<file path="src/hdl/wds_pkg.sv">
`default_nettype none

package wds_pkg;

  // Item field widths
  localparam int FUNC_W   = 2;
  localparam int WEIGHT_W = 16;
  localparam int FRAC_W   = 16;
  localparam int LB_W     = 16;
  localparam int SAMPLE_W = 17;

  // Cumulative sum width and saturation value
  localparam int SUM_W = 24;
  localparam logic [SUM_W-1:0] SUM_MAX = {SUM_W{1'b1}};

  // Weight bits in use, and the mask they give on the weight field
  localparam int WEIGHT_BITS = 16;
  localparam logic [WEIGHT_W-1:0] WEIGHT_MASK = (WEIGHT_BITS >= WEIGHT_W) ?
      {WEIGHT_W{1'b1}} : WEIGHT_W'((64'd1 << WEIGHT_BITS) - 64'd1);

  // Default table depth
  localparam int MAX_ENTRIES_DEF = 256;

  // Function codes
  localparam logic [FUNC_W-1:0] FUNC_CLEAR  = 2'd0;
  localparam logic [FUNC_W-1:0] FUNC_APPEND = 2'd1;
  localparam logic [FUNC_W-1:0] FUNC_DRAW   = 2'd2;

endpackage

`default_nettype wire

</file>
<file path="src/hdl/wds_search_step.sv">
`default_nettype none

// One bisection step: compare fraction with the entry at mid, narrow [lo, hi]
module wds_search_step #(
  parameter int IDX_W = 8
) (
  input  wire logic [IDX_W-1:0]            lo,
  input  wire logic [IDX_W-1:0]            hi,
  input  wire logic [IDX_W-1:0]            mid,
  input  wire logic [wds_pkg::FRAC_W-1:0]  frac,
  input  wire logic [wds_pkg::SUM_W-1:0]   entry,
  output logic      [IDX_W-1:0]            lo_nxt,
  output logic      [IDX_W-1:0]            hi_nxt,
  output logic      [IDX_W-1:0]            mid_nxt,
  output logic                             done
);

  logic             go_up;
  logic [IDX_W:0]   span_sum;

  // fraction above entry: target lies right of mid
  assign go_up = {{(wds_pkg::SUM_W-wds_pkg::FRAC_W){1'b0}}, frac} > entry;

  always_comb begin
    if (go_up) begin
      lo_nxt = mid + IDX_W'(1);
      hi_nxt = hi;
    end else begin
      lo_nxt = lo;
      hi_nxt = mid;
    end
    span_sum = {1'b0, lo_nxt} + {1'b0, hi_nxt};
    mid_nxt  = span_sum[IDX_W:1];
    done     = (lo_nxt == hi_nxt);
  end

endmodule

`default_nettype wire

</file>
<file path="config.mk">
export PLATFORM = sky130hd
export DESIGN_NAME = wds_search_step
export DESIGN_NICKNAME = d
export VERILOG_FILES = /design/src/hdl/wds_pkg.sv /design/src/hdl/wds_search_step.sv
export SDC_FILE = /design/constraint.sdc
export NUM_CORES = 1
export LEC_CHECK = 0
export BUFFER_PORTS_ARGS = -buffer_cell sky130_fd_sc_hd__clkbuf_2
export CAP_MARGIN = 20
export CORE_AREA = 3 3 53 65
export DETAILED_ROUTE_END_ITERATION = 8
export DIE_AREA = 0 0 56 68
export PLACE_DENSITY = 0.79
export SETUP_SLACK_MARGIN = 0.02
export SLEW_MARGIN = 20
export SYNTH_ARGS = -nofsm -noshare
export SYNTH_HDL_FRONTEND = slang
export SYNTH_SLANG_ARGS = --single-unit
export TNS_END_PERCENT = 5
</file>
<file path="constraint.sdc">
create_clock -name vclk -period 5.5
set_input_delay 0.55 -clock vclk [all_inputs]
set_output_delay 0.55 -clock vclk [all_outputs]
set_load 0.02 [all_outputs]
</file>
# Word-level counts from Yosys, hierarchy flattened
# Cells that the tools add are included.
# word_totals
ff_bits	0
out_inout_bits	25
input_bits	64
wordCells	6
# op_classes
eq_ne	1
add_sub_neg	2
magnitude_cmp	1
n_mux	2
# ops
operator	count
$gt 16x24->1	1
$mux 8	2
$add 8x8->9	1
$add 8x1->8 const B	1
$eq 8x8->1	1

# Longest topological paths before layout
# depth
ltp_word	3
ltp_mapped	18
depth_no_buf	16

# Least setup slack after synthesis
# OpenSTA, ideal clock, no wires.
# synth_timing
kind	input to output
startpoint	input entry[13] (netlist bit)
endpoint	output mid_nxt[5]
arrival_time_ns	4.450
path_stages	17
n_path_buf	2
setup_slack_ns	0.500
cell_sequence	inv_1 -> ha_1 -> a21o_1 -> a21o_1 -> a2111oi_2 -> a31o_1 -> buf_2 -> buf_2 -> o21ai_0 -> ha_1 -> fa_1 -> a21o_1 -> a21o_1 -> a21o_1 -> maj3_1 -> mux2i_1 -> xnor2_1
# synth_via
elab_chain_cells	3
# synth_rtl
element	line_no	source
start, declared	wds_search_step.sv:11	input wire logic [wds_pkg::SUM_W-1:0] entry,
$gt 16x24->1	wds_search_step.sv:22	assign go_up = {{(wds_pkg::SUM_W-wds_pkg::FRAC_W){1'b0}}, frac} > entry;
$mux 8	wds_search_step.sv:25	if (go_up) begin
named net lo_nxt[0]	wds_search_step.sv:12	output logic [IDX_W-1:0] lo_nxt,
$add 8x8->9	wds_search_step.sv:32	span_sum = {1'b0, lo_nxt} + {1'b0, hi_nxt};
end, declared	wds_search_step.sv:14	output logic [IDX_W-1:0] mid_nxt,
# The timed path passes the listed nets, and every way through them passes these cells.

# Final worst setup path
# layout_timing
startpoint	input entry[13] (netlist bit)
endpoint	output mid_nxt[5]
# layout_via
elab_chain_cells	3
# layout_rtl
element	line_no
$gt 16x24->1 (*)	wds_search_step.sv:22
$mux 8	wds_search_step.sv:25
$add 8x8->9 (*)	wds_search_step.sv:32
# Mark *: on every way between the ends. The rest lies on a longest branch, timed or not.

==> run summary <==
The flow ran to the end, and the final reports show no timing, DRC or antenna violations. The worst relative slew slack came out at 71.5%. Dividing the detail-routed wire length by the instance count gives 11.9 um.

The number of antenna violations at the first check in global routing came out at 0. The family with the most delay on the worst path is compound AO/OA/AOI/OAI gates. The post-layout minimum cycle time is 5.10 ns. The net switching power figure came out at 0.0000866 W.

The classification of the worst-slack hold path is in2out. The x dimension of the die is 56 um. The type of destination of the critical path is a primary output. The max-capacitance violation count is 0.

The met1 layer usage reported by global route came out at 20.8%. The total stage count of the critical path is 17. The routing usage on met2 is 41.5%. Setup violations remaining at the end of the flow were counted as 0. The total power divided by cell area is 87.8 mW/mm2. Ranked by instance count, the synthesized netlist is headed by nand2_1 (45), ha_1 (24), inv_1 (19), a21oi_1 (11), o21ai_0 (10). The critical path arrival is 4.55 ns.

The post-route netlist has 35.6% of its cells at a drive strength greater than 1. The number of nets with antenna violations after routing is 0. By area the synthesized netlist is led by ha_1 (24%), nand2_1 (13%), inv_1 (5.7%), xnor2_1 (4.9%), a21o_1 (4.8%). The cell type contributing the most total cell area after synthesis is ha_1. Once detailed placement completed, the half-perimeter wirelength came to 3.36 mm. The critical path goes through clkbuf_2 > inv_1 > ha_1 > a21o_1 > a21o_1 > a2111oi_2 > a31o_1 > o21ai_0 > ha_1 > fa_1 > a21o_1 > a21o_1 > a21o_1 > maj3_1 > mux2i_1 > xnor2_1 > clkbuf_2. The actual transition at the worst max-transition pin came out at 0.427 ns. STA classifies the critical path startpoint as an input pin. The pin count of the biggest net entering global routing came out at 15. The share of the clock period used by the worst path came out at 92.8%.

The via count is 1599. Of the total power, the share spent switching nets is 56.9%. The met3 capacity usage during global routing came out at 3.77%. The number of buffer cells added on primary ports is 89. The synthesis-to-finish area growth is 38.0%.

The first global-routing pass estimated 6.38 mm of wire. The leakage dissipation is 1.03 nW. The distinct cell type count of the synthesized netlist is 38.

The overall routing resource usage came out at 19.7%. The yosys synthesis warning count came out at 0. Cells fill 61.1% of the core in the end. The setup TNS came out at 0 ns. The peak per-stage delay on the critical path came out at 0.46 ns. The design has 0 sequential cells. The DRC marker count from the first detailed-route iteration is 38. The number of setup buffers added after CTS is 0. The end point of the critical path is mid_nxt[5].

The combinational cell fraction of total power is 100.0%. When the netlist entered floorplanning its net count stood at 279. The clock power share is 0%. The internal power consumption is 0.0000657 W. The net count of the finished layout is 366. The post-cts resize count is 0.

The iteration count of the initial detailed-routing pass came out at 4. Based on the critical path, the design can be clocked at up to 196 MHz. The part of the Yosys area used for sequential elements came out at 0%. The average cell area after synthesis came out at 6.61 um2. The peak ir drop on the vdd network is 0.0000615 V. The number of core rows is 21. The remaining routing DRC violations came out at 0. Setup repair after global routing left no endpoint under its margin. The total buffers and inverters traversed by the critical path is 3.

The ratio of routed vias to standard cells came out at 5.17. The most common cell in the synthesized netlist is nand2_1. The total detailed-routing wirelength came out at 3.67 mm. The number of hold buffers added after CTS came out at 0. The cell area that synthesis handed to floorplanning was 0.00126 mm2.

The final count of hold timing violations is 0. The global routing stage identified its most utilized layer as met2. In this run the count of I/O pins placed on the die edge is 89.

The cell area after placement came out at 0.00173 mm2. The number of global-route vias before repair was 1626. The number of clock buffers in the layout came out at 0. The vertical die dimension is 68 um. After global routing the overflow that remains totals 0. Synthesis produced 190 cells. Once the floorplan was initialized, standard cells occupied 44.3% of the core. The final worst hold slack is 1.43 ns. The portion of synthesized cell area occupied by the leading cell type is 23.9%. Among all stages on the critical path, the largest delay is contributed by a31o_1. The critical path starts at entry[13]. The depth of the worst hold-timing path came out at 4. The register cell area after layout came out at 0 um2. The total die area is 0.00381 mm2.

The number of antenna diodes in the final layout is 0. The summed area of non-filler cells in the final layout came out at 0.00173 mm2. The area of the placeable core is 0.00284 mm2. The maximum net fanout on the critical path is 14. The count of final max-slew check failures came out at 0.

The final RePlAce weighted congestion came out at 0.946. The final total power is 0.000152 W. The sequential share of power is 0%. Among the stages of the critical path, the cell type that occurs most often is a21o_1.

The critical path start-end classification is in2out. The required time at the worst-slack endpoint is 4.95 ns.
==> cell type report <==
class	count	area (um2)
multi-input combinational	164	1150
tap	34	42.5
inverter	19	71.3
fill	304	1100
timing repair buffer	92	468
==> power by group through the flow <==
stage | logic, W | registers (W) | clock network [W]
after floorplan | 0.0000982 | 0 | 0
after global placement | 0.000150 | 0 | 0
after detailed placement | 0.000153 | 0 | 0
after CTS | 0.000153 | 0 | 0
after global routing | 0.000171 | 0 | 0
final | 0.000152 | 0 | 0
==> layout by cell type, fill, tap and decap left out, drive strengths merged, types with 2 or more instances in the layout <==
master,n
ha,24
inv,19
clkbuf,89
nor2b,2
nand4,2
xor2,5
buf,3
maj3,3
o211ai,4
and2,4
nor4,4
a21o,8
nand3,5
xnor2,7
nand2,45
nor2,4
nor3,6
and3,4
mux2i,2
o21ai,11
a21oi,11
==> cells by family (layout without fill, tap and decap cells) <==
kind of cell,after synthesis,in the layout,share of synthesized area (%)
simple gates,79,79,29.8
compound gates,42,42,22.9
fa+ha+maj,28,28,27.9
buf+inv,26,111,8.27
xor+xnor,12,12,8.37
mux,3,3,2.79
==> per-layer routing <==
layer / vias to the layer above / share of wire (%)
met3: 2 / 11
met4: 0 / 0.57
met2: 73 / 50
met5: - / 0
met1: 687 / 39
li1: 837 / -
==> worst min path at each step <==
| stage | start | slack, ns | endpoint |
|---|---|---|---|
| 6_report | hi[3] | 1.43 | hi_nxt[3] |
| 3_5_place_dp | hi[7] | 1.44 | hi_nxt[7] |
| 5_1_grt | hi[3] | 1.47 | hi_nxt[3] |
| 3_3_place_gp | hi[7] | 1.43 | hi_nxt[7] |
| 2_1_floorplan | lo[5] | 1.27 | lo_nxt[5] |
| 4_1_cts | hi[7] | 1.44 | hi_nxt[7] |
==> stage by stage <==
| stage | instances | setup WS [ns] |
|---|---|---|
| final | 309 | 0.396 |
| after global routing | 309 | 0.163 |
| after CTS | 309 | 0.400 |
| after detailed placement | 309 | 0.409 |
| after global placement | 309 | 0.532 |
| after floorplan | 190 | 0.500 |
No activity file was read; power rests on OpenSTA's default activity.
